[src/hw/rtl/twaf_pkg.sv]
// Shared types and constants of the trimmed window average filter.
// No dependencies; every other file of the block refers to it by scoped names.
package twaf_pkg;

	localparam int AXIS_W   = 2;
	localparam int SAMPLE_W = 16;
	localparam int OFFSET_W = 13;
	localparam int VALUE_W  = 17;
	localparam int RESULT_W = 20;
	localparam int CFG_IDX_W = 2;

	// Register indexes of the configuration port
	localparam logic [CFG_IDX_W-1:0] REG_OFFSET_X = 2'd0;
	localparam logic [CFG_IDX_W-1:0] REG_OFFSET_Y = 2'd1;
	localparam logic [CFG_IDX_W-1:0] REG_OFFSET_Z = 2'd2;

	// Axis codes
	localparam logic [AXIS_W-1:0] AXIS_X = 2'd0;
	localparam logic [AXIS_W-1:0] AXIS_Y = 2'd1;
	localparam logic [AXIS_W-1:0] AXIS_Z = 2'd2;

	// Per-axis ring pointers are kept for every code the axis field can carry
	localparam int AXIS_SLOTS = 4;

	typedef enum logic [1:0] {
		ACC_INIT,
		ACC_ADD,
		ACC_SUB_HI,
		ACC_SUB_LO
	} acc_op_t;

	typedef struct packed {
		logic    en;
		acc_op_t op;
	} acc_ctrl_t;

endpackage

[src/hw/rtl/twaf_ifs.sv]
// Valid/ready channel interfaces of the trimmed window average filter.
// Depends on twaf_pkg for the field widths.
interface twaf_in_if;
	logic                                 valid;
	logic                                 ready;
	logic [twaf_pkg::AXIS_W-1:0]          axis;
	logic signed [twaf_pkg::SAMPLE_W-1:0] sample;

	modport source (output valid, output axis, output sample, input ready);
	modport sink (input valid, input axis, input sample, output ready);
endinterface

interface twaf_out_if;
	logic                                 valid;
	logic                                 ready;
	logic [twaf_pkg::AXIS_W-1:0]          axis_out;
	logic signed [twaf_pkg::RESULT_W-1:0] average_eighths;

	modport source (output valid, output axis_out, output average_eighths, input ready);
	modport sink (input valid, input axis_out, input average_eighths, output ready);
endinterface

[src/hw/rtl/twaf_mem.sv]
// Window history memory: one write port, one registered read port,
// per-entry valid bits so that unwritten entries read as zero. Uses twaf_pkg.
module twaf_mem #(
	parameter int DEPTH = 27,
	parameter int AW    = 5
) (
	input  logic                                clk,
	input  logic                                arst_n,
	input  logic                                we,
	input  logic [AW-1:0]                       waddr,
	input  logic signed [twaf_pkg::VALUE_W-1:0] wdata,
	input  logic                                re,
	input  logic [AW-1:0]                       raddr,
	output logic signed [twaf_pkg::VALUE_W-1:0] rdata
);

	logic signed [twaf_pkg::VALUE_W-1:0] mem [DEPTH];
	logic [DEPTH-1:0]                    valid_q;
	logic signed [twaf_pkg::VALUE_W-1:0] rdata_q;
	logic                                rvalid_q;

	always_ff @(posedge clk) begin
		if (we) begin
			mem[waddr] <= wdata;
		end
		if (re) begin
			rdata_q <= mem[raddr];
		end
	end

	always_ff @(posedge clk or negedge arst_n) begin
		if (!arst_n) begin
			valid_q  <= '0;
			rvalid_q <= 1'b0;
		end else begin
			if (we) begin
				valid_q[waddr] <= 1'b1;
			end
			if (re) begin
				rvalid_q <= valid_q[raddr];
			end
		end
	end

	assign rdata = rvalid_q ? rdata_q : '0;

endmodule

[src/hw/rtl/twaf_acc.sv]
// Shared accumulate/compare unit: running sum, maximum and minimum of the window,
// then trimming of the extremes through the same adder. Uses twaf_pkg.
module twaf_acc #(
	parameter int SUM_W = 22,
	parameter int BIAS  = 4
) (
	input  logic                                clk,
	input  twaf_pkg::acc_ctrl_t                 ctrl,
	input  logic signed [twaf_pkg::VALUE_W-1:0] value,
	output logic signed [SUM_W-1:0]             sum
);

	logic signed [SUM_W-1:0]             sum_q;
	logic signed [twaf_pkg::VALUE_W-1:0] hi_q;
	logic signed [twaf_pkg::VALUE_W-1:0] lo_q;
	logic signed [SUM_W-1:0]             value_ext;
	logic signed [SUM_W-1:0]             add_a;
	logic signed [SUM_W-1:0]             add_b;
	logic                                add_cin;
	logic signed [SUM_W-1:0]             add_y;

	assign value_ext = SUM_W'(value);

	// Single adder: a + b + cin, subtraction as inverted operand plus carry
	always_comb begin
		add_a   = sum_q;
		add_b   = value_ext;
		add_cin = 1'b0;
		case (ctrl.op)
			twaf_pkg::ACC_INIT: begin
				add_a = SUM_W'(BIAS);
			end
			twaf_pkg::ACC_ADD: begin
				add_b = value_ext;
			end
			twaf_pkg::ACC_SUB_HI: begin
				add_b   = ~SUM_W'(hi_q);
				add_cin = 1'b1;
			end
			twaf_pkg::ACC_SUB_LO: begin
				add_b   = ~SUM_W'(lo_q);
				add_cin = 1'b1;
			end
			default: begin
				add_b = value_ext;
			end
		endcase
		add_y = add_a + add_b + SUM_W'(add_cin);
	end

	always_ff @(posedge clk) begin
		if (ctrl.en) begin
			sum_q <= add_y;
			if (ctrl.op == twaf_pkg::ACC_INIT) begin
				hi_q <= value;
				lo_q <= value;
			end else if (ctrl.op == twaf_pkg::ACC_ADD) begin
				if (value > hi_q) begin
					hi_q <= value;
				end
				if (value < lo_q) begin
					lo_q <= value;
				end
			end
		end
	end

	assign sum = sum_q;

endmodule

[src/hw/rtl/trimmed_window_average_filter.sv]
// Top level of the trimmed window average filter: sequencer, offset registers
// and output register. Uses twaf_pkg, twaf_ifs, twaf_mem and twaf_acc.
//
// Usage:
//   samples carries one request per accelerometer reading: axis and sample.
//   results carries one request per reading: axis_out and average_eighths, the
//   sum of the newest WINDOW offset-corrected values of that axis with one
//   largest and one smallest removed, plus (WINDOW-2)/2.
//   The user writes offsets through cfg_we/cfg_index/cfg_data only while the block idles; the block does not check it.
// Timing:
//   A request is taken only when the sequencer is idle. It then walks the
//   axis history one memory entry per cycle through the shared accumulator:
//   sum/max/min over the new value and the entries in S_RUN, the trims in
//   S_HI and S_LO, then S_OUT loads the output register. The next request is
//   taken only once the sequencer is back in idle, after S_OUT. The single
//   read port of the history memory makes the walk one entry at a time.
//   An axis code with no window skips the walk: it goes from idle straight
//   to S_OUT, where its zero result is loaded into the output register.
// Reset:
//   All histories read as zero and all offsets are zero; no clearing pass.
// Stall:
//   A finished result waits in the output register; the next request is taken
//   meanwhile, and its result holds in the output cycle until the register frees.
module trimmed_window_average_filter #(
	parameter int WINDOW = 10,
	parameter int AXES   = 3
) (
	input  logic                                 clk,
	input  logic                                 arst_n,
	twaf_in_if.sink                              samples,
	twaf_out_if.source                           results,
	input  logic                                 cfg_we,
	input  logic [twaf_pkg::CFG_IDX_W-1:0]       cfg_index,
	input  logic [twaf_pkg::OFFSET_W-1:0]        cfg_data
);

	localparam int HIST    = WINDOW - 1;
	localparam int ENTRIES = AXES * HIST;
	localparam int AW      = (ENTRIES > 1) ? $clog2(ENTRIES) : 1;
	localparam int CNT_W   = $clog2(HIST + 1);
	localparam int PTR_W   = (HIST > 1) ? $clog2(HIST) : 1;
	localparam int SUM_W   = twaf_pkg::VALUE_W + $clog2(WINDOW) + 1;
	localparam int BIAS    = (WINDOW - 2) / 2;

	localparam logic [2:0] S_IDLE = 3'd0;
	localparam logic [2:0] S_RUN  = 3'd1;
	localparam logic [2:0] S_HI   = 3'd2;
	localparam logic [2:0] S_LO   = 3'd3;
	localparam logic [2:0] S_OUT  = 3'd4;

	logic [2:0]                          state_q;
	logic [CNT_W-1:0]                    cnt_q;
	logic [twaf_pkg::AXIS_W-1:0]         axis_q;
	logic signed [twaf_pkg::VALUE_W-1:0] val_q;
	logic                                bad_q;
	logic [PTR_W-1:0]                    ptr_q [twaf_pkg::AXIS_SLOTS];
	logic signed [twaf_pkg::OFFSET_W-1:0] offset_q [3];

	logic                                out_valid_q;
	logic [twaf_pkg::AXIS_W-1:0]         out_axis_q;
	logic signed [twaf_pkg::RESULT_W-1:0] out_avg_q;

	logic                                accept;
	logic                                axis_ok;
	logic                                out_free;
	logic signed [twaf_pkg::OFFSET_W-1:0] offset_sel;
	logic signed [twaf_pkg::VALUE_W-1:0] val_new;
	logic [AW-1:0]                       rd_addr;
	logic [AW-1:0]                       wr_addr;
	logic                                mem_re;
	logic                                mem_we;
	logic signed [twaf_pkg::VALUE_W-1:0] mem_rdata;
	twaf_pkg::acc_ctrl_t                 acc_ctrl;
	logic signed [twaf_pkg::VALUE_W-1:0] acc_value;
	logic signed [SUM_W-1:0]             acc_sum;

	assign samples.ready = (state_q == S_IDLE);
	assign accept        = samples.valid && samples.ready;
	assign axis_ok       = ({30'd0, samples.axis} < 32'(AXES));
	assign out_free      = !out_valid_q || results.ready;

	// Offset of the incoming axis; axes without a register get none
	always_comb begin
		case (samples.axis)
			twaf_pkg::AXIS_X: offset_sel = offset_q[0];
			twaf_pkg::AXIS_Y: offset_sel = offset_q[1];
			twaf_pkg::AXIS_Z: offset_sel = offset_q[2];
			default:          offset_sel = '0;
		endcase
	end

	assign val_new = twaf_pkg::VALUE_W'(samples.sample) + twaf_pkg::VALUE_W'(offset_sel);

	// History of axis a occupies entries a*HIST .. a*HIST+HIST-1 as a ring
	assign rd_addr = AW'(32'(axis_q) * HIST + 32'(cnt_q));
	assign wr_addr = AW'(32'(axis_q) * HIST + 32'(ptr_q[axis_q]));
	assign mem_re  = (state_q == S_RUN) && (32'(cnt_q) < HIST);
	assign mem_we  = (state_q == S_HI);

	// Run cycle 0 seeds the unit with the new value; run cycle k adds entry k-1
	always_comb begin
		acc_ctrl.en = 1'b0;
		acc_ctrl.op = twaf_pkg::ACC_ADD;
		acc_value   = mem_rdata;
		case (state_q)
			S_RUN: begin
				acc_ctrl.en = 1'b1;
				if (cnt_q == '0) begin
					acc_ctrl.op = twaf_pkg::ACC_INIT;
					acc_value   = val_q;
				end
			end
			S_HI: begin
				acc_ctrl.en = 1'b1;
				acc_ctrl.op = twaf_pkg::ACC_SUB_HI;
			end
			S_LO: begin
				acc_ctrl.en = 1'b1;
				acc_ctrl.op = twaf_pkg::ACC_SUB_LO;
			end
			default: begin
				acc_ctrl.en = 1'b0;
			end
		endcase
	end

	twaf_mem #(
		.DEPTH (ENTRIES),
		.AW    (AW)
	) u_mem (
		.clk    (clk),
		.arst_n (arst_n),
		.we     (mem_we),
		.waddr  (wr_addr),
		.wdata  (val_q),
		.re     (mem_re),
		.raddr  (rd_addr),
		.rdata  (mem_rdata)
	);

	twaf_acc #(
		.SUM_W (SUM_W),
		.BIAS  (BIAS)
	) u_acc (
		.clk   (clk),
		.ctrl  (acc_ctrl),
		.value (acc_value),
		.sum   (acc_sum)
	);

	// Offset registers; writes to indexes beyond the list are dropped
	always_ff @(posedge clk or negedge arst_n) begin
		if (!arst_n) begin
			offset_q[0] <= '0;
			offset_q[1] <= '0;
			offset_q[2] <= '0;
		end else if (cfg_we) begin
			case (cfg_index)
				twaf_pkg::REG_OFFSET_X: offset_q[0] <= cfg_data;
				twaf_pkg::REG_OFFSET_Y: offset_q[1] <= cfg_data;
				twaf_pkg::REG_OFFSET_Z: offset_q[2] <= cfg_data;
				default: ;
			endcase
		end
	end

	// Latch the request payload
	always_ff @(posedge clk) begin
		if (accept) begin
			axis_q <= samples.axis;
			val_q  <= val_new;
		end
	end

	// Sequencer
	always_ff @(posedge clk or negedge arst_n) begin
		if (!arst_n) begin
			state_q <= S_IDLE;
			cnt_q   <= '0;
			bad_q   <= 1'b0;
			for (int i = 0; i < twaf_pkg::AXIS_SLOTS; i++) begin
				ptr_q[i] <= '0;
			end
		end else begin
			case (state_q)
				S_IDLE: begin
					if (accept) begin
						cnt_q <= '0;
						bad_q <= !axis_ok;
						state_q <= axis_ok ? S_RUN : S_OUT;
					end
				end
				S_RUN: begin
					// Hold the counter on the last entry of the walk
					if (32'(cnt_q) == HIST) begin
						state_q <= S_HI;
					end else begin
						cnt_q <= cnt_q + 1'b1;
					end
				end
				S_HI: begin
					// Overwrite the oldest entry and advance the ring
					if (32'(ptr_q[axis_q]) == HIST - 1) begin
						ptr_q[axis_q] <= '0;
					end else begin
						ptr_q[axis_q] <= ptr_q[axis_q] + 1'b1;
					end
					state_q <= S_LO;
				end
				S_LO: begin
					state_q <= S_OUT;
				end
				S_OUT: begin
					if (out_free) begin
						state_q <= S_IDLE;
					end
				end
				default: begin
					state_q <= S_IDLE;
				end
			endcase
		end
	end

	// Output register: hold until taken
	always_ff @(posedge clk or negedge arst_n) begin
		if (!arst_n) begin
			out_valid_q <= 1'b0;
		end else if (state_q == S_OUT && out_free) begin
			out_valid_q <= 1'b1;
		end else if (results.ready) begin
			out_valid_q <= 1'b0;
		end
	end

	always_ff @(posedge clk) begin
		if (state_q == S_OUT && out_free) begin
			out_axis_q <= axis_q;
			out_avg_q  <= bad_q ? '0 : acc_sum[twaf_pkg::RESULT_W-1:0];
		end
	end

	assign results.valid           = out_valid_q;
	assign results.axis_out        = out_axis_q;
	assign results.average_eighths = out_avg_q;

	// An accepted request always starts work
	a_accept_starts: assert property (@(posedge clk) disable iff (!arst_n)
		accept |=> state_q != S_IDLE)
		else $error("request accepted but sequencer stayed idle");

	// The walk counter never passes the history length
	a_cnt_range: assert property (@(posedge clk) disable iff (!arst_n)
		32'(cnt_q) <= HIST)
		else $error("walk counter out of range");

	// Leaving the output cycle always presents a result
	a_out_loaded: assert property (@(posedge clk) disable iff (!arst_n)
		(state_q == S_OUT && out_free) |=> results.valid)
		else $error("result not presented after output cycle");

	// An axis without a window is answered with zero
	a_bad_axis_zero: assert property (@(posedge clk) disable iff (!arst_n)
		(state_q == S_OUT && out_free && bad_q) |=> results.average_eighths == '0)
		else $error("nonzero result for axis without window");

	// No history write while the walk is reading
	a_no_rw_overlap: assert property (@(posedge clk) disable iff (!arst_n)
		!(mem_we && mem_re))
		else $error("history read and write in the same cycle");

endmodule

[src/flat_wrapper.sv]
// flat-port wrapper written by rule: the top's interface ports become plain ports
module trimmed_window_average_filter_flat 
#(
	parameter int WINDOW = 10,
	parameter int AXES   = 3
)
  (clk, arst_n, cfg_we, cfg_index, cfg_data, samples_valid, samples_axis, samples_sample, samples_ready, results_valid, results_axis_out, results_average_eighths, results_ready);
  twaf_in_if samples_i ();
  twaf_out_if results_i ();
  input  logic clk;
  input  logic arst_n;
  input  logic cfg_we;
  input  logic [twaf_pkg::CFG_IDX_W-1:0] cfg_index;
  input  logic [twaf_pkg::OFFSET_W-1:0] cfg_data;
  input wire logic [$bits(samples_i.valid)-1:0] samples_valid;
  input wire logic [$bits(samples_i.axis)-1:0] samples_axis;
  input wire logic [$bits(samples_i.sample)-1:0] samples_sample;
  output wire logic [$bits(samples_i.ready)-1:0] samples_ready;
  output wire logic [$bits(results_i.valid)-1:0] results_valid;
  output wire logic [$bits(results_i.axis_out)-1:0] results_axis_out;
  output wire logic [$bits(results_i.average_eighths)-1:0] results_average_eighths;
  input wire logic [$bits(results_i.ready)-1:0] results_ready;
  assign samples_i.valid = samples_valid;
  assign samples_i.axis = samples_axis;
  assign samples_i.sample = samples_sample;
  assign samples_ready = samples_i.ready;
  assign results_valid = results_i.valid;
  assign results_axis_out = results_i.axis_out;
  assign results_average_eighths = results_i.average_eighths;
  assign results_i.ready = results_ready;
  trimmed_window_average_filter #(.WINDOW(WINDOW), .AXES(AXES)) u_core (.clk(clk), .arst_n(arst_n), .samples(samples_i), .results(results_i), .cfg_we(cfg_we), .cfg_index(cfg_index), .cfg_data(cfg_data));
endmodule
[config.mk]
export PLATFORM = sky130hd
export DESIGN_NAME = trimmed_window_average_filter_flat
export DESIGN_NICKNAME = d
export VERILOG_FILES = /design/src/hw/rtl/twaf_pkg.sv /design/src/hw/rtl/twaf_ifs.sv /design/src/hw/rtl/twaf_mem.sv /design/src/hw/rtl/twaf_acc.sv /design/src/hw/rtl/trimmed_window_average_filter.sv /design/src/flat_wrapper.sv
export SDC_FILE = /design/constraint.sdc
export NUM_CORES = 1
export LEC_CHECK = 0
export BUFFER_PORTS_ARGS = -buffer_cell sky130_fd_sc_hd__buf_2
export CAP_MARGIN = 20
export CORE_MARGIN = 2
export CORE_UTILIZATION = 45
export CTS_CLUSTER_SIZE = 30
export DETAILED_ROUTE_END_ITERATION = 12
export GPL_TIMING_DRIVEN = 0
export SYNTH_ARGS = -nofsm -noshare
export SYNTH_HDL_FRONTEND = slang
export SYNTH_SLANG_ARGS = --single-unit
[constraint.sdc]
create_clock -name clk -period 6.2 [get_ports clk]
set_input_delay 0.93 -clock clk [delete_from_list [all_inputs] [get_ports clk]]
set_output_delay 0.93 -clock clk [all_outputs]
set_load 0.1 [all_outputs]
Word-level counts from Yosys, hierarchy flattened
Memories as Yosys holds them, arrays and structs flattened. A register that Yosys moved wholly into a read port is not among the register bits.
Index checks and enable logic that the tools add are counted.
{"block": "totals", "regBits": 189, "mem_bits_rw": 459, "input_bits": 38, "output_inout_bits": 24, "elab_cells": 128, "mem_count": 1}
{"memory": "u_core.u_mem.mem", "depth": 27, "word_bits": 17, "rd": 1, "rd_clocked_by_memory_dff": 1, "wr": 1, "line": "twaf_mem.sv:17", "rtl": "logic signed [twaf_pkg::VALUE_W-1:0] mem [DEPTH];"}
{"block": "classes", "addsub": 7, "n_mul": 1, "order_cmp": 9, "eq_ne": 17, "muxes": 39, "n_bitwise": 6, "n_reduce_logical": 28}
{"op": "2-to-1 mux 17 bit", "n": 9}
{"op": "inverter 17 -> 22 bit", "n": 2}
{"op": "case mux 22 bit (2 select lines)", "n": 1}
{"op": "case mux 13 bit (3 select lines)", "n": 1}
{"op": "bitwise OR 27 bit", "n": 1}
{"op": "adder 22 x 1 -> 22 bit", "n": 1}
{"op": "adder 22 bit", "n": 1}
{"op": "2-to-1 mux 22 bit", "n": 1}
{"op": "2-to-1 mux 4 bit", "n": 5}
{"op": "adder 16 x 13 -> 17 bit", "n": 1}
{"op": "> comparator 17 bit", "n": 1}
{"op": "less-than comparator 17 bit", "n": 1}
{"op": "bitwise AND 16 bit", "n": 1}
{"op": "bitwise mux 16 bit", "n": 1}
{"op": "2-to-1 mux 16 bit", "n": 1}
{"op": "inverter 16 bit", "n": 1}
{"op": "case mux 3 bit (5 select lines)", "n": 1}
{"op": "less-than comparator 5 x 6 -> 1 bit (second input constant)", "n": 2}
{"op": "2-to-1 mux 3 bit", "n": 4}
{"op": "AND reduction 3 bit", "n": 4}
{"op": "adder 5 x 4 -> 5 bit", "n": 2}
{"op": "nonzero test 2 bit", "n": 5}
{"op": "2-to-1 mux 1 bit", "n": 9}
{"op": "adder 4 x 1 -> 4 bit (second input constant)", "n": 2}
{"op": "30 further kinds", "n": 49}

Longest topological paths before layout
Gate-level depths: netlist of run 1.
{"block": "logic_depth", "depth_word": 10, "mapped_depth": 16, "ltp_nobuf": 15}

Cells and area by module
A second synthesis of run 1 with hierarchy kept.
{"block": "hier_totals", "cells_unflattened": 1785, "hier_area_um2": 29315.6}
{"mod": "twaf_mem", "n_inst": 1, "cells_each": 935, "area_each_um2": 19567.5, "seq_area_each_um2": 14994.4}
{"mod": "trimmed_window_average_filter", "n_inst": 1, "cells_each": 467, "area_each_um2": 5636.7, "seq_area_each_um2": 2832.7}
{"mod": "twaf_acc", "n_inst": 1, "cells_each": 383, "area_each_um2": 4111.4, "seq_area_each_um2": 1681.6}

Least setup slack after synthesis of run 1
No wires, ideal clock.
{"block": "synth_path", "path_kind": "register to register", "start": "register u_core.cnt_q[1]", "end": "register u_core.u_acc.lo_q[0] (netlist bit) (enable)", "setup_time_ns": 0.397, "t_arrival_ns": 4.208, "required_ns": 5.803, "setup_slack_ns": 1.595, "stages_incl_launch_ff": 15, "path_buffers": 1, "period_less_slack_ns": 4.605, "cell_sequence": "dfrtp_1 > inv_1 > ha_1 > or3b_2 > nor2_1 > buf_2 > nand2_1 > nand2_1 > ha_1 > a21o_1 > a221oi_1 > a2111oi_0 > nor4_1 > mux2_1 > a21oi_1"}
{"block": "synth_via", "elab_chain_len": 6, "elab_cells_between_ends": 11, "cone_classes": "order compare: 1; eq/ne: 1; mux: 4; reduce/logical: 5"}
{"item": "start, declared", "line": "trimmed_window_average_filter.sv:52", "rtl": "logic [CNT_W-1:0] cnt_q;"}
{"item": "start signal, assigned", "line": "trimmed_window_average_filter.sv:198", "rtl": "cnt_q <= cnt_q + 1'b1;"}
{"item": "zero test 4 bit", "line": "trimmed_window_average_filter.sv:108", "rtl": "if (cnt_q == '0) begin"}
{"item": "2-to-1 mux 17 bit", "line": "trimmed_window_average_filter.sv:108"}
{"item": "2-to-1 mux 17 bit", "line": "trimmed_window_average_filter.sv:105", "rtl": "case (state_q)"}
{"item": "via u_core.acc_value (one bit)", "line": "trimmed_window_average_filter.sv:74", "rtl": "logic signed [twaf_pkg::VALUE_W-1:0] acc_value;"}
{"item": "less-than comparator 17 bit", "line": "twaf_acc.sv:61", "rtl": "if (value < lo_q) begin"}
{"item": "nonzero test 2 bit (no source line)"}
{"item": "AND reduction 3 bit (no source line)"}
{"item": "end signal, assigned", "line": "twaf_acc.sv:56", "rtl": "lo_q <= value;"}
{"item": "end signal, assigned", "line": "twaf_acc.sv:62", "rtl": "lo_q <= value;"}
{"item": "end, declared", "line": "twaf_acc.sv:15", "rtl": "logic signed [twaf_pkg::VALUE_W-1:0] lo_q;"}
The timed path passes the listed nets, and every way through them passes these cells.
A chain may end at the register's enable or synchronous reset.

Worst setup path after layout of run 1
{"block": "layout_path", "start": "register u_core.cnt_q[1]", "end": "register u_core.u_acc.sum_q[19] (netlist: u_core.u_acc.sum[19]), data pin"}
{"block": "layout_via", "elab_cells_between_ends": 14, "cone_classes": "add/sub: 2; eq/ne: 2; mux: 7; reduce/logical: 3"}
{"item": "zero test 4 bit", "line": "trimmed_window_average_filter.sv:108"}
{"item": "2-to-1 mux 17 bit", "line": "trimmed_window_average_filter.sv:108"}
{"item": "2-to-1 mux 17 bit", "line": "trimmed_window_average_filter.sv:105"}
{"item": "via u_core.acc_value (one bit)", "line": "trimmed_window_average_filter.sv:74"}
{"item": "case mux 22 bit (2 select lines)", "line": "twaf_acc.sv:29", "rtl": "case (ctrl.op)"}
{"item": "adder 22 bit", "line": "twaf_acc.sv:48", "rtl": "add_y = add_a + add_b + SUM_W'(add_cin);"}
{"item": "adder 22 x 1 -> 22 bit", "line": "twaf_acc.sv:48"}
{"item": "via u_core.u_acc.add_y[19]", "line": "twaf_acc.sv:20", "rtl": "logic signed [SUM_W-1:0] add_y;"}
{"item": "end signal, assigned", "line": "twaf_acc.sv:53", "rtl": "sum_q <= add_y;"}
{"item": "end, declared", "line": "twaf_acc.sv:13", "rtl": "logic signed [SUM_W-1:0] sum_q;"}
The timed path passes the listed nets, and every way through them passes these cells.

==> flow_summary.toml, run 1 <==
[status]
status = "finished, final reports clean"

[setup_path]
crit_fanout = 10
slowest_stage = "or3b_2"
reg2reg_slack_ps = 1270
slowest_delay_ps = 530
start_kind = "flip-flop"
crit_path_start = "u_core.cnt_q[1]$_DFFE_PN0P_"
path_class = "flip-flop to flip-flop"
path_cells = "inv_1 > ha_1 > or3b_2 > nor2_1 > buf_2 > nand2_1 > nand2_1 > nand2_1 > o21ai_0 > ha_1 > a21oi_1 > nand3b_1 > a21oi_1 > o221ai_1 > a311oi_1 > xor2_1"
end_kind = "flip-flop"
worst_r2r_endpoint = "u_core.u_acc.sum[19]$_DFFE_PP_"
worst_r2r_startpoint = "u_core.cnt_q[1]$_DFFE_PN0P_"
worst-path-stages = 16
path_common_cell = "nand2_1"
worstRegToRegCells = 16
worstSetupEndpoint = "u_core.u_acc.sum[19]$_DFFE_PP_"
cp_data_required_time_ps = 6530
crit_buf_inv = 2
arrival_ps = 5260
cpLargestDelayFamily = "compound AO/OA/AOI/OAI gates"

[timing]
slew_headroom = 0.232
hold_viol = 0
fmax_mhz = 203
maxSlewViolCount = 0
finalSetupViolCount = 0
tightest_slew_ps = 1150
rsz0062_at_grt = "no"
period_share = 0.795
finClkSkew_ps = 25.6
post-route-min-period_ps = 4930
setup_tns_ps = 0

[synth]
yosys_register_bits = 663
async_reset_ff_frac = 0.139
synth_top_area_frac = 0.589
synth_area_mm2 = 0.0291
synth_ff_type = "edfxtp_1"
ys_top_cells_by_count = "571 x edfxtp_1, 163 x nand2_1, 109 x mux4_2, 93 x o21ai_0"
yosysMostFrequentCell = "edfxtp_1"
syn_avg_cell_area_um2 = 15.6
syn_nets = 1991
yosysWarnings = 0
yosysSeqAreaShare = 0.668
synth-edff-count = 571
syn_inst = 1870
synth_area_leader_cell = "edfxtp_1"
synth.distinct_cells = 77
synthTopCellsByArea = "edfxtp_1 59%, mux4_2 8.4%, dfrtp_1 7.9%"

[power]
power_density_mw_per_mm2 = 511
max-vdd-ir-drop_uv = 238
p_leak_nw = 12.2
total_power_mw = 17.2

[clock_network]
clock_latency_ps = 620
clkTransAtPathRegs_ps = 60
numClockSinks = 663
cts_setup_buffers = 0
cts_resized = 0
cts_tree = "done"
htree_levels = 3
clk_path_buf_depth = 3
cts_buffers = 71
ctsHoldBuffers = 0
cts_root_buf = "clkbuf_16"

[drt]
wl_met2_mm = 33.9
drtAntennaViolNets = 0
drt-initial-drc-count = 1379
via_count = 16600
dr_wl_met3_mm = 3.11
wl_mm = 68.8
dr.pass1.iters = 6
met1_length_mm = 30.4
viasPerCell = 5.59
topRoutingLayerUsed = "met4"
drc = 0
wl_per_cell_um = 23.2

[floorplan]
start_util = 0.453
dieArea_mm2 = 0.0667
io_pins = 62
rows = 93
core_area_mm2 = 0.0642
die_h_um = 258
die_w_um = 258

[cells_and_area]
syn2layout_area_growth_pct = 15.6
drive_gt1_frac = 0.207
design_area_mm2 = 0.0336
nFillCells = 5232
fin_nets = 2168

[placed_design]
hpwl_mm = 47.1
gp_congestion = 0.939
place_area_mm2 = 0.0312
portBuffers = 61

[global_routing]
antenna_found_initial = 0
grt_first_pass_wirelength_mm = 104
grt_max_degree = 72
track_usage = 0.208
grt_pass1_vias = 16800
grt-ovfl-total = 0

[hold_path]
hold_path_class = "input port to async pin"

[flow_run]
drv_cap = 0
-- layout make-up --
class,count,area [µm²],area share
inverter,60,225,0.00669
buffer,80,382,0.0113
clock buffer,95,1930,0.0573
clock inverter,34,318,0.00944
sequential,663,19400,0.578
antenna,1,2.50,0.0000744
timing repair buffer,104,1140,0.0339
multi-input combinational,1067,9140,0.272
tap,855,1070,0.0318
-- layout by cell type, fill, tap and decap left out, drive strengths merged, types with 18 or more instances in the layout --
cell | Yosys | layout
a21o | 24 | 24
clkinv | 0 | 25
mux4 | 112 | 112
dfrtp | 92 | 92
nor2 | 92 | 92
a21oi | 60 | 60
and2 | 20 | 20
xnor2 | 24 | 24
ha | 78 | 78
inv | 60 | 63
nand3 | 56 | 56
buf | 35 | 138
or2 | 18 | 18
clkbuf | 44 | 140
nand2 | 163 | 163
mux2 | 49 | 49
o21ai | 94 | 94
nor2b | 30 | 30
mux2i | 88 | 88
edfxtp | 571 | 571
-- power by group --
group / internal, mW / switching [mW]
combinational: 2.65 / 4.24
clock: 2.37 / 1.72
sequential: 5.86 / 0.359
total: 10.9 / 6.32
-- through the flow --
step / worst slack (ps) / instances / hold slack (ps) / util
6_report: 1270 / 2959 / 243 / 0.524
5_1_grt: 917 / 2958 / 230 / 0.524
4_1_cts: 1370 / 2948 / 217 / 0.521
3_5_place_dp: 1320 / 2819 / 451 / 0.486
3_3_place_gp: 655 / 2786 / 442 / 0.475
2_1_floorplan: 1600 / 1870 / 428 / -
-- state kept, by name (all words and copies together), names as in the netlist --
register,cells
u_core.axis_q,2
u_core.bad_q,1
u_core.cnt_q,4
u_core.offset_q,39
u_core.ptr_q,16
u_core.results.average_eighths,20
u_core.results.axis_out,2
u_core.results.valid,1
u_core.state_q,3
u_core.u_acc.hi_q,17
u_core.u_acc.lo_q,17
u_core.u_acc.sum,20
u_core.u_mem.mem,459
u_core.u_mem.rdata_q,17
u_core.u_mem.rvalid_q,1
u_core.u_mem.valid_q,27
u_core.val_q,17
-- layer usage --
layer  vias up  track usage
li1       7550            -
met1      8537        0.288
met2       377        0.349
met3        91       0.0307
met4         0       0.0538
met5         -            0
-- how the worst min path moves through the flow --
stage | from | endpoint | slack, ps | depth (start not counted)
2_1_floorplan | u_core.u_mem.valid_q[10]$_DFFE_PN0P_ | u_core.u_mem.valid_q[10]$_DFFE_PN0P_ | 430 | 1
3_3_place_gp | u_core.u_mem.valid_q[9]$_DFFE_PN0P_ | u_core.u_mem.valid_q[9]$_DFFE_PN0P_ | 440 | 1
3_5_place_dp | u_core.u_mem.valid_q[1]$_DFFE_PN0P_ | u_core.u_mem.valid_q[1]$_DFFE_PN0P_ | 450 | 1
4_1_cts | arst_n | u_core.u_mem.valid_q[21]$_DFFE_PN0P_ | 220 | 1
5_1_grt | arst_n | u_core.u_mem.valid_q[10]$_DFFE_PN0P_ | 230 | 1
6_report | arst_n | u_core.u_mem.valid_q[21]$_DFFE_PN0P_ | 240 | 1
-- worst reg2reg max path: stages, from the launching register on --
cell	delay, ps
dfrtp_1	480
inv_1	120
ha_1	190
or3b_2	530
nor2_1	390
buf_2	300
nand2_1	80
nand2_1	260
nand2_1	80
o21ai_0	180
ha_1	380
a21oi_1	250
nand3b_1	110
a21oi_1	430
o221ai_1	260
a311oi_1	510
xor2_1	120
-- cells by family (layout without fill, tap and decap cells) --
kind of cell | Yosys count | count (layout) | synth area share
DFF | 663 | 663 | 0.668
and+or+nand+nor | 437 | 437 | 0.0708
AOI/OAI and AO/OA | 262 | 262 | 0.0559
muxes | 249 | 249 | 0.136
buffers and inverters | 140 | 373 | 0.0208
adders and majority gates | 83 | 83 | 0.0370
xor gates and xnor gates | 36 | 36 | 0.0111
other | 0 | 1 | 0
Note: power is estimated with default switching activity, not from simulation.
==> run 2: changes to the inputs <==
Clock period 6.2 ns to 4.19 ns, I/O delays scaled along.
==> run 2 against run 1 <==
  * Sequential power up 47%
  * Total power rose by 52%
  * Clock skew shrank 2.0 ps
  * Global-route usage is essentially flat
  * Die area unchanged
  * Final area up 1.5%
  * Core utilization increased by 0.78 points
  * Worst setup slack got worse by 1100 ps
  * Critical path depth shrank 1
  * Wire length shrank 0.28%
==> flow_summary.toml, run 2 (synthesis gave the netlist of run 1 again) <==
[placed_design]
gp_congestion = 0.889
pre_cts_ws_ps = -622
portBuffers = 61
hpwl_mm = 46.6
place_area_mm2 = 0.0312
dp_cells = 2819

[cells_and_area]
antennaDiodeCount = 0
nFillCells = 5271
layout_commonest_cell = "edfxtp_1"
syn2layout_area_growth_pct = 17.3
top_regs = "u_core.u_mem.mem (459), u_core.offset_q (39), u_core.u_mem.valid_q (27)"
mostFrequentLayoutCells = "571 x edfxtp_1, 156 x nand2_1, 109 x mux4_2"
top_register = "u_core.u_mem.mem"
largest_reg_flops = 459
drive_gt1_frac = 0.230
layout.cells.non_filler = 2972
design_area_mm2 = 0.0341
fin_nets = 2182

[drt]
wl_per_cell_um = 23.1
wl_mm = 68.6
drtAntennaViolNets = 0
via_count = 16600
dr.pass1.iters = 5
viasPerCell = 5.59
drt-initial-drc-count = 1195
drc = 0

[setup_path]
arrival_ps = 4310
end_kind = "flip-flop"
reg2reg_slack_ps = 190
cp_data_required_time_ps = 4500
crit_fanout = 10
path_class = "flip-flop to flip-flop"
start_kind = "flip-flop"

[clock_network]
clock_latency_ps = 610
cts_root_buf = "clkbuf_16"
cts_tree = "done"
cts_buffers = 73
clk_path_buf_depth = 3
clkTransAtPathRegs_ps = 60
htree_levels = 3
numClockSinks = 663

[timing]
post-route-min-period_ps = 4000
tightest_slew_ps = 1150
rsz0062_at_grt = "yes"
finalSetupViolCount = 0
maxSlewViolCount = 0
slew_headroom = 0.232
hold_viol = 0
fin_ws_ps = 193
fmax_mhz = 250
period_share = 0.954
finClkSkew_ps = 23.6

[floorplan]
dieArea_mm2 = 0.0667
start_util = 0.453
rows = 93
core_area_mm2 = 0.0642
io_pins = 62
die_h_um = 258
die_w_um = 258

[global_routing]
grt_max_degree = 73
grt_pass1_vias = 17000
track_usage = 0.209
antenna_found_initial = 1
grt_first_pass_wirelength_mm = 104
grt-ovfl-total = 0

[hold_path]
hold_path_class = "input port to flip-flop"

[flow_run]
drv_cap = 0

[power]
power_density_mw_per_mm2 = 764
max-vdd-ir-drop_uv = 374
p_leak_nw = 12.4

[status]
status = "finished, final reports clean"
-- run 2: cell types whose count changed in the layout (fill, tap and decap cells not counted), sizes merged --
cell and change:
buf +14, clkbuf -10, clkinvlp +6, bufinv +5
clkinv -5, inv +3, diode -1, dlygate4sd3 +1
-- run 2: final timing paths --
check	start	to	cells past startpoint
min reg2reg	u_core.u_mem.valid_q[18]$_DFFE_PN0P_	u_core.u_mem.valid_q[18]$_DFFE_PN0P_	1
max reg2reg	u_core.cnt_q[0]$_DFFE_PN0P_	u_core.u_acc.lo_q[16]$_DFFE_PP_	15
max	u_core.cnt_q[0]$_DFFE_PN0P_	u_core.u_acc.lo_q[16]$_DFFE_PP_	15
min in group asynchronous	arst_n	u_core.u_mem.valid_q[24]$_DFFE_PN0P_	2
min	samples_axis[1]	u_core.axis_q[1]$_DFFE_PP_	1
max in group asynchronous	arst_n	u_core.cnt_q[1]$_DFFE_PN0P_	3
-- run 2: layout make-up --
class	count	area [µm²]	share of cell area
repair buffers	118	1290	0.0377
multi-input cells	1067	9320	0.273
clock inverters	43	480	0.0141
well taps	855	1070	0.0313
flip-flops and latches	663	19500	0.570
plain buffers	78	378	0.0111
clock buffers	88	1930	0.0566
inverters	60	225	0.00660
-- run 2: what timing repair did --
action / 4_1_cts / 5_1_grt
resized for setup: 18 / 29
setup buffers: 9 / 4
pin swaps: 1 / 4
hold buffers: 1 / 0
endpoints found under the hold margin: 20 / 0
setup endpoints to repair: 149 / 246
-- run 2: routing by layer --
metal | track usage | vias to the layer above | share of wire
met1 | 0.288 | 8481 | 0.44
met3 | 0.0305 | 85 | 0.055
li1 | - | 7550 | -
met2 | 0.341 | 511 | 0.49
met5 | 0 | - | 0
met4 | 0.0721 | 0 | 0.024
-- run 2: worst max-delay path, stage by stage, from the launching register on --
cell and delay (ps):
dfrtp_2 450, inv_1 110, ha_2 210, or3b_4 440
nor2_4 140, buf_4 180, nand2_1 70, nand2_2 150
ha_1 260, a21o_1 190, a221oi_1 290, a2111oi_0 150
nor4_1 330, mux2_2 400, a21oi_4 140, buf_4 190
-- run 2: power by group --
| part | switching (mW) | internal, mW | total [mW] | leakage (nW) |
|---|---|---|---|---|
| sequential | 0.511 | 8.66 | 9.17 | 6.35 |
| combinational | 6.37 | 4.06 | 10.4 | 4.87 |
| clock | 2.60 | 3.86 | 6.46 | 1.17 |
-- run 2: metrics by stage --
| stage | total power [mW] | setup TNS [ps] | hold WS (ps) | util |
|---|---|---|---|---|
| 2_1_floorplan | 16.3 | 0 | 333 | - |
| 3_3_place_gp | 19.1 | -315360 | 441 | 0.475 |
| 3_5_place_dp | 19.4 | -26720 | 449 | 0.485 |
| 4_1_cts | 26.0 | 0 | 176 | 0.526 |
| 5_1_grt | 27.5 | -25.9 | 198 | 0.532 |
| 6_report | 26.1 | 0 | 208 | 0.532 |
